<file path="config.mk">
export PLATFORM = sky130hd
export DESIGN_NAME = interval_min_max_profiler
export DESIGN_NICKNAME = d
export VERILOG_FILES = /design/src/rtl/immp_pkg.sv /design/src/rtl/immp_ctrl.sv /design/src/rtl/immp_dp.sv /design/src/rtl/interval_min_max_profiler.sv
export VERILOG_INCLUDE_DIRS = /design/src /design/src/rtl
export SDC_FILE = /design/constraint.sdc
export NUM_CORES = 2
export LEC_CHECK = 0
export BUFFER_PORTS_ARGS = -buffer_cell sky130_fd_sc_hd__buf_2
export CAP_MARGIN = 20
export CORE_AREA = 2 2 644 486
export CTS_BUF_LIST = sky130_fd_sc_hd__clkbuf_16
export CTS_CLUSTER_SIZE = 16
export DETAILED_ROUTE_END_ITERATION = 8
export DIE_AREA = 0 0 646 488
export GPL_ROUTABILITY_DRIVEN = 0
export PLACE_DENSITY = 0.4
export REMOVE_ABC_BUFFERS = 1
export SLEW_MARGIN = 10
export SYNTH_ARGS = -nofsm -noshare
export SYNTH_HDL_FRONTEND = slang
export SYNTH_SLANG_ARGS = --single-unit
export TNS_END_PERCENT = 50
</file>
<file path="constraint.sdc">
create_clock -name clk -period 24.9 [get_ports clk]
set_clock_uncertainty 0.05 [all_clocks]
set_input_delay 2.49 -clock clk [delete_from_list [all_inputs] [get_ports clk]]
set_output_delay 2.49 -clock clk [all_outputs]
set_load 0.02 [all_outputs]
</file>
<file path="src/rtl/assert_macros.svh">
`ifndef ASSERT_MACROS_SVH
`define ASSERT_MACROS_SVH

// Same-cycle implication, sampled on clk, off during reset.
`define AST_IMP(lbl, ante, cons) \
  lbl: assert property (@(posedge clk) disable iff (!rst_n) (ante) |-> (cons)) \
    else $error("assertion failed: same-cycle implication");

// Next-cycle implication, sampled on clk, off during reset.
`define AST_NXT(lbl, ante, cons) \
  lbl: assert property (@(posedge clk) disable iff (!rst_n) (ante) |=> (cons)) \
    else $error("assertion failed: next-cycle implication");

`endif

</file>
<file path="src/rtl/immp_pkg.sv">
`timescale 1ns / 1ps

package immp_pkg;

  localparam int CH_W  = 4;
  localparam int TS_W  = 32;
  localparam int EXT_W = 9;

  localparam logic [TS_W-1:0] MIN_RESET = 32'h0000_FFFF;
  localparam logic [TS_W-1:0] TMAX_RESET = 32'hFFFF_FFFF;
  localparam logic            REQ_START = 1'b0;
  localparam logic            REQ_END   = 1'b1;

  typedef struct packed {
    logic            req_type;
    logic [CH_W-1:0] channel;
    logic [TS_W-1:0] timestamp;
  } in_req_t;

  typedef struct packed {
    logic [CH_W-1:0] channel_out;
    logic [TS_W-1:0] interval;
    logic [TS_W-1:0] min_interval;
    logic [TS_W-1:0] max_interval;
  } out_res_t;

  typedef enum logic [1:0] {
    ST_IDLE,
    ST_SPAN,
    ST_UPD
  } state_t;

  typedef struct packed {
    logic accept;
    logic ld_span;
    logic ld_out;
  } cmd_t;

  typedef struct packed {
    logic end_hit;
    logic out_free;
  } sts_t;

endpackage

</file>
<file path="src/rtl/immp_ctrl.sv">
`timescale 1ns / 1ps
`include "assert_macros.svh"

module immp_ctrl (
  input  logic           clk,
  input  logic           rst_n,
  input  logic           in_valid,
  output logic           in_stall,
  input  immp_pkg::sts_t sts,
  output immp_pkg::cmd_t cmd
);
  import immp_pkg::*;

  state_t state_r;
  state_t state_nxt;

  always_ff @(posedge clk) begin
    if (!rst_n) begin
      state_r <= ST_IDLE;
    end else begin
      state_r <= state_nxt;
    end
  end

  always_comb begin
    state_nxt   = state_r;
    cmd         = '0;
    in_stall    = 1'b1;
    case (state_r)
      ST_IDLE: begin
        in_stall   = 1'b0;
        cmd.accept = in_valid;
        if (in_valid && sts.end_hit) begin
          state_nxt = ST_SPAN;
        end
      end
      ST_SPAN: begin
        cmd.ld_span = 1'b1;
        state_nxt   = ST_UPD;
      end
      ST_UPD: begin
        if (sts.out_free) begin
          cmd.ld_out = 1'b1;
          state_nxt  = ST_IDLE;
        end
      end
      default: begin
        state_nxt = ST_IDLE;
      end
    endcase
  end

  // end event waits in update until the result register has room
  `AST_NXT(a_upd_hold, (state_r == ST_UPD) && !sts.out_free, state_r == ST_UPD)
  // nothing starts without an accepted request
  `AST_NXT(a_idle_stay, (state_r == ST_IDLE) && !cmd.accept, state_r == ST_IDLE)

endmodule

</file>
<file path="src/rtl/immp_dp.sv">
`timescale 1ns / 1ps
`include "assert_macros.svh"

module immp_dp #(
  parameter int CHANNELS = 16
) (
  input  logic                      clk,
  input  logic                      rst_n,
  input  immp_pkg::in_req_t         in_req,
  input  logic                      cfg_we,
  input  logic [immp_pkg::TS_W-1:0] cfg_wdata,
  input  immp_pkg::cmd_t            cmd,
  output immp_pkg::sts_t            sts,
  output logic                      out_valid,
  input  logic                      out_stall,
  output immp_pkg::out_res_t        out_res
);
  import immp_pkg::*;

  localparam int IDX_W = (CHANNELS > 1) ? $clog2(CHANNELS) : 1;

  logic [TS_W-1:0] start_mem [CHANNELS];
  logic [TS_W-1:0] min_mem   [CHANNELS];
  logic [TS_W-1:0] max_mem   [CHANNELS];

  logic [CHANNELS-1:0] sv_vld_r;
  logic [CHANNELS-1:0] mm_vld_r;

  logic [TS_W-1:0]  tmax_r;
  logic [IDX_W-1:0] idx_r;
  logic [CH_W-1:0]  ch_r;
  logic [TS_W-1:0]  now_r;
  logic [TS_W-1:0]  start_q_r;
  logic [TS_W-1:0]  min_q_r;
  logic [TS_W-1:0]  max_q_r;
  logic             sv_q_r;
  logic             mm_q_r;
  logic [TS_W-1:0]  span_r;
  logic             out_valid_r;
  out_res_t         out_res_r;

  logic [EXT_W-1:0] ch_ext;
  logic [IDX_W-1:0] in_idx;
  logic             in_range;
  logic             start_hit;
  logic [TS_W-1:0]  start_eff;
  logic [TS_W-1:0]  min_eff;
  logic [TS_W-1:0]  max_eff;
  logic [TS_W-1:0]  span_nxt;
  logic [TS_W-1:0]  min_nxt;
  logic [TS_W-1:0]  max_nxt;
  logic             res_ok;

  assign ch_ext    = {{(EXT_W-CH_W){1'b0}}, in_req.channel};
  assign in_idx    = ch_ext[IDX_W-1:0];
  assign in_range  = ch_ext < EXT_W'(CHANNELS);
  assign start_hit = in_range && (in_req.req_type == REQ_START);

  assign sts.end_hit  = in_range && (in_req.req_type == REQ_END);
  assign sts.out_free = !out_valid_r || !out_stall;

  always_ff @(posedge clk) begin
    if (!rst_n) begin
      tmax_r <= TMAX_RESET;
    end else if (cfg_we) begin
      tmax_r <= cfg_wdata;
    end
  end

  // storage: start written on accept, min/max written at update
  always_ff @(posedge clk) begin
    if (cmd.accept && start_hit) begin
      start_mem[in_idx] <= in_req.timestamp;
    end
    if (cmd.ld_out) begin
      min_mem[idx_r] <= min_nxt;
      max_mem[idx_r] <= max_nxt;
    end
  end

  always_ff @(posedge clk) begin
    if (cmd.accept) begin
      start_q_r <= start_mem[in_idx];
      min_q_r   <= min_mem[in_idx];
      max_q_r   <= max_mem[in_idx];
      sv_q_r    <= sv_vld_r[in_idx];
      mm_q_r    <= mm_vld_r[in_idx];
      idx_r     <= in_idx;
      ch_r      <= in_req.channel;
      now_r     <= in_req.timestamp;
    end
  end

  always_ff @(posedge clk) begin
    if (!rst_n) begin
      sv_vld_r <= '0;
      mm_vld_r <= '0;
    end else begin
      if (cmd.accept && start_hit) begin
        sv_vld_r[in_idx] <= 1'b1;
      end
      if (cmd.ld_out) begin
        mm_vld_r[idx_r] <= 1'b1;
      end
    end
  end

  // unwritten entries read as their reset values
  assign start_eff = sv_q_r ? start_q_r : '0;
  assign min_eff   = mm_q_r ? min_q_r : MIN_RESET;
  assign max_eff   = mm_q_r ? max_q_r : '0;

  // wrap correction, no +1
  assign span_nxt = (now_r < start_eff) ? (tmax_r - start_eff + now_r)
                                        : (now_r - start_eff);

  always_ff @(posedge clk) begin
    if (cmd.ld_span) begin
      span_r <= span_nxt;
    end
  end

  assign min_nxt = (span_r < min_eff) ? span_r : min_eff;
  assign max_nxt = (span_r > max_eff) ? span_r : max_eff;

  always_ff @(posedge clk) begin
    if (!rst_n) begin
      out_valid_r <= 1'b0;
    end else if (cmd.ld_out) begin
      out_valid_r <= 1'b1;
    end else if (!out_stall) begin
      out_valid_r <= 1'b0;
    end
  end

  always_ff @(posedge clk) begin
    if (cmd.ld_out) begin
      out_res_r.channel_out  <= ch_r;
      out_res_r.interval     <= span_r;
      out_res_r.min_interval <= min_nxt;
      out_res_r.max_interval <= max_nxt;
    end
  end

  assign out_valid = out_valid_r;
  assign out_res   = out_res_r;

  assign res_ok = (out_res_r.min_interval <= out_res_r.interval) &&
                  (out_res_r.interval <= out_res_r.max_interval);

  // every result brackets its interval
  `AST_IMP(a_res_order, out_valid_r, res_ok)
  `AST_NXT(a_ld_out_valid, cmd.ld_out, out_valid_r)

endmodule

</file>
<file path="src/rtl/interval_min_max_profiler.sv">
// Per-channel interval profiler. A start request stores its timestamp for the channel; an end
// request computes the elapsed ticks since that start (wrap-corrected against the timer_max
// register, no +1), folds it into the channel's running minimum and maximum and returns one
// result with interval, minimum and maximum. Requests for channels at or above CHANNELS are
// dropped. A start or dropped request completes in the accept step; an end request passes
// through accept with registered storage read, interval subtract and min/max update into the
// result register, waiting in update only while the result register is held by out_stall.
// After reset starts and maxima read 0 and minima read 65535; there is no clearing pass.
`timescale 1ns / 1ps

module interval_min_max_profiler #(
  parameter int CHANNELS = 16
) (
  input  logic                      clk,
  input  logic                      rst_n,
  input  logic                      in_valid,
  output logic                      in_stall,
  input  immp_pkg::in_req_t         in_req,
  output logic                      out_valid,
  input  logic                      out_stall,
  output immp_pkg::out_res_t        out_res,
  input  logic                      cfg_we,
  input  logic [immp_pkg::TS_W-1:0] cfg_wdata
);
  import immp_pkg::*;

  cmd_t cmd;
  sts_t sts;

  immp_ctrl u_ctrl (
    .clk      (clk),
    .rst_n    (rst_n),
    .in_valid (in_valid),
    .in_stall (in_stall),
    .sts      (sts),
    .cmd      (cmd)
  );

  immp_dp #(
    .CHANNELS (CHANNELS)
  ) u_dp (
    .clk       (clk),
    .rst_n     (rst_n),
    .in_req    (in_req),
    .cfg_we    (cfg_we),
    .cfg_wdata (cfg_wdata),
    .cmd       (cmd),
    .sts       (sts),
    .out_valid (out_valid),
    .out_stall (out_stall),
    .out_res   (out_res)
  );

endmodule
</file>
==> metrics.cfg <==
[die]
dieWidth_um = 646
core_um2 = 309000
start_util_pct = 24.9
rows = 177
dieArea_um2 = 315000
die_y_um = 488
pin_count = 176

[layout]
nets = 4612
post_route_cells_drive_above_1_share_pct = 27.2
syn2layout_area_growth_pct = 18.2
fillerInstances = 30300
fin_util_pct = 29.4
regArea_um2 = 55500
multi_input_area_um2 = 20700

[worst_setup_path]
rr_startpoint = u_dp.mm_q_r
start_kind = input port
r2r-end = u_dp.min_mem[10][29]
end_kind = flip-flop
worst-path-max-fanout = 62
critPathKind = input port to flip-flop
required_ns = 25.42
r2r_slack_ns = 19.72
crit_arrival_ns = 6.58
worstRegToRegCells = 11

[yosys]
synth_largest_area_cell = edfxtp_1
yosysSeqAreaShare_pct = 72.1
synth_seq_cells = 1869
async_flop_share_pct = 0
synth.area.top_cells = edfxtp_1 (70%), mux4_2 (14%), ha_1 (2.1%)
synthTopCellsByCount = edfxtp_1 (1802), mux4_2 (490), inv_1 (206)
syn_area_um2 = 77000
syn_inst = 4042
avgSynthCellArea_um2 = 19.0
synth.most_common_cell = edfxtp_1
synth_top_cell_area_share_pct = 70.3
synth-edff-count = 1802
yosysWarningCount = 0
yosysUniqueCellTypes = 73
synth_flop_cell = edfxtp_1

[detailed_routing]
first_pass_iters = 5
drt-initial-drc-count = 3851
num_vias = 40500
vias_per_cell = 4.67
drc = 0
wire_per_inst_um = 27.0
drtAntennaViolNets = 0
wl_um = 234000

[sta]
tightest_slew_ns = 1.11
tns_ns = 0
hold_viol = 0
setup_viol = 0
timing.slew.headroom_pct = 26.3
rsz0062_at_grt = no
period_share_pct = 24.3
min_period_ns = 6.06
maxSlewViolCount = 0
fmax_mhz = 165

[pwr]
max-vdd-ir-drop_uv = 53.3
p_per_area_nw_per_um2 = 81.2
p_leak_nw = 29.7

[clock_network]
clock_sinks = 1869
cts.clk_slew.worst_paths_ns = 0.06
cts_setup_buffers = 0
cts-htree-levels = 4
cts_tree = built
clk_latency_ns = 0.88
cts_buffer_depth = 4
cts_resized = 0
ctsRootBufferMaster = clkbuf_16
hold_buffers = 0
numCtsBuffers = 207

[flow_run]
cap_violations = 0

[grt]
grt_pass1_vias = 41300
antenna_found_initial = 15
track_usage_pct = 14.7
grt_overflow = 0
grt_max_degree = 92
grt_pass1_wl_um = 328000

[worst_hold_path]
holdPathStages = 1
min_from = u_dp.mm_vld_r[2]
hold_end = u_dp.mm_vld_r[2]
min_path_type = flip-flop to flip-flop

[placed_design]
dpl.hpwl_um = 136000
port_buffers = 175

[run_status]
status = finished, final reports clean

routing by layer:
metal  global-route usage [%]  vias up  wire length [um]  share of wire, %
met2                     21.9     1055            102000                44
li1                         -    17200                 -                 -
met5                        0        -                32             0.014
met3                     2.47      262             11500               4.9
met1                     22.1    22000            115000                49
met4                     3.41        4              5030               2.2
critical path: stages:
cell    delay, ns
buf_8        0.49
buf_4        0.74
buf_4        0.80
buf_4        0.82
mux4_2       0.60
mux4_2       0.47
worst max-delay path by stage:
| stage | slack, ns | from | depth (start not counted) | endpoint |
|---|---|---|---|---|
| after CTS | 18.64 | in_req[32] | 6 | u_dp.min_q_r[7] |
| after detailed placement | 17.70 | in_req[32] | 6 | u_dp.min_q_r[1] |
| final | 18.84 | in_req[32] | 6 | u_dp.min_q_r[1] |
| after global routing | 18.38 | in_req[32] | 6 | u_dp.min_q_r[7] |
| after global placement | 17.72 | in_req[32] | 6 | u_dp.min_q_r[7] |
| after floorplan | 12.82 | in_valid | 4 | u_dp.start_mem[3][0] |
final cells by class:
type | instances | area share, %
flip-flops and latches | 1869 | 61.0
multi-input cells | 1758 | 22.8
clock buffers | 215 | 5.92
well taps | 4117 | 5.66
repair buffers | 337 | 2.43
clock inverters | 153 | 1.40
inverters | 206 | 0.856
diodes | 3 | 0.00825
registers in the layout (all words and copies together), names as in the netlist, 100 cells and up:
signal / cells
u_dp.max_mem: 512
u_dp.min_mem: 512
u_dp.out_res: 100
u_dp.start_mem: 512
report_power, final:
part	switching, W	internal (W)
sequential	0.0000334	0.00358
combinational	0.000473	0.000264
clock	0.00127	0.00176
cell families after synthesis:
group / Yosys count / share of synthesized area (%)
flops: 1869 / 72.1
fa+ha+maj: 159 / 2.90
simple gates: 608 / 3.73
buf+inv: 415 / 2.07
mux: 500 / 14.5
compound gates: 446 / 4.27
xor+xnor: 45 / 0.512
cell usage in the layout (no fill, tap or decap), types with 10 or more instances in the layout:
| cell type | n |
|---|---|
| nor2_1 | 105 |
| nand3_1 | 80 |
| nand4_1 | 55 |
| clkinvlp_4 | 10 |
| buf_2 | 169 |
| o211ai_1 | 41 |
| nand2_1 | 179 |
| dfxtp_1 | 67 |
| ha_1 | 127 |
| clkinv_1 | 44 |
| nor2b_1 | 24 |
| a311oi_2 | 16 |
| bufinv_16 | 20 |
| o311ai_0 | 16 |
| a311oi_1 | 21 |
| xnor2_1 | 27 |
| fa_1 | 32 |
| nor3_1 | 59 |
| nand2b_1 | 16 |
| a21o_1 | 51 |
| inv_1 | 251 |
| mux4_2 | 490 |
| buf_4 | 156 |
| o21ai_0 | 42 |
| and3_1 | 27 |
| nor2_4 | 26 |
| o311ai_2 | 47 |
| clkbuf_16 | 215 |
| clkinv_2 | 20 |
| o21a_1 | 47 |
| edfxtp_1 | 1802 |
| xor2_1 | 18 |
| a21oi_1 | 80 |
| mux2i_1 | 10 |
| o21bai_1 | 16 |
metrics by stage:
stage / setup WS (ns) / cell area (um^2) / cells / power [W] / hold slack, ns
2_1_floorplan: 12.82 / 76100 / 3833 / 0.00408 / 0.385
3_3_place_gp: 17.72 / 84000 / 8257 / 0.00441 / 0.391
3_5_place_dp: 17.70 / 84100 / 8270 / 0.00442 / 0.400
4_1_cts: 18.64 / 90800 / 8638 / 0.00749 / 0.414
5_1_grt: 18.38 / 90900 / 8656 / 0.00768 / 0.424
6_report: 18.84 / 91000 / 8658 / 0.00738 / 0.411
Note: power is estimated with default switching activity, not from simulation.
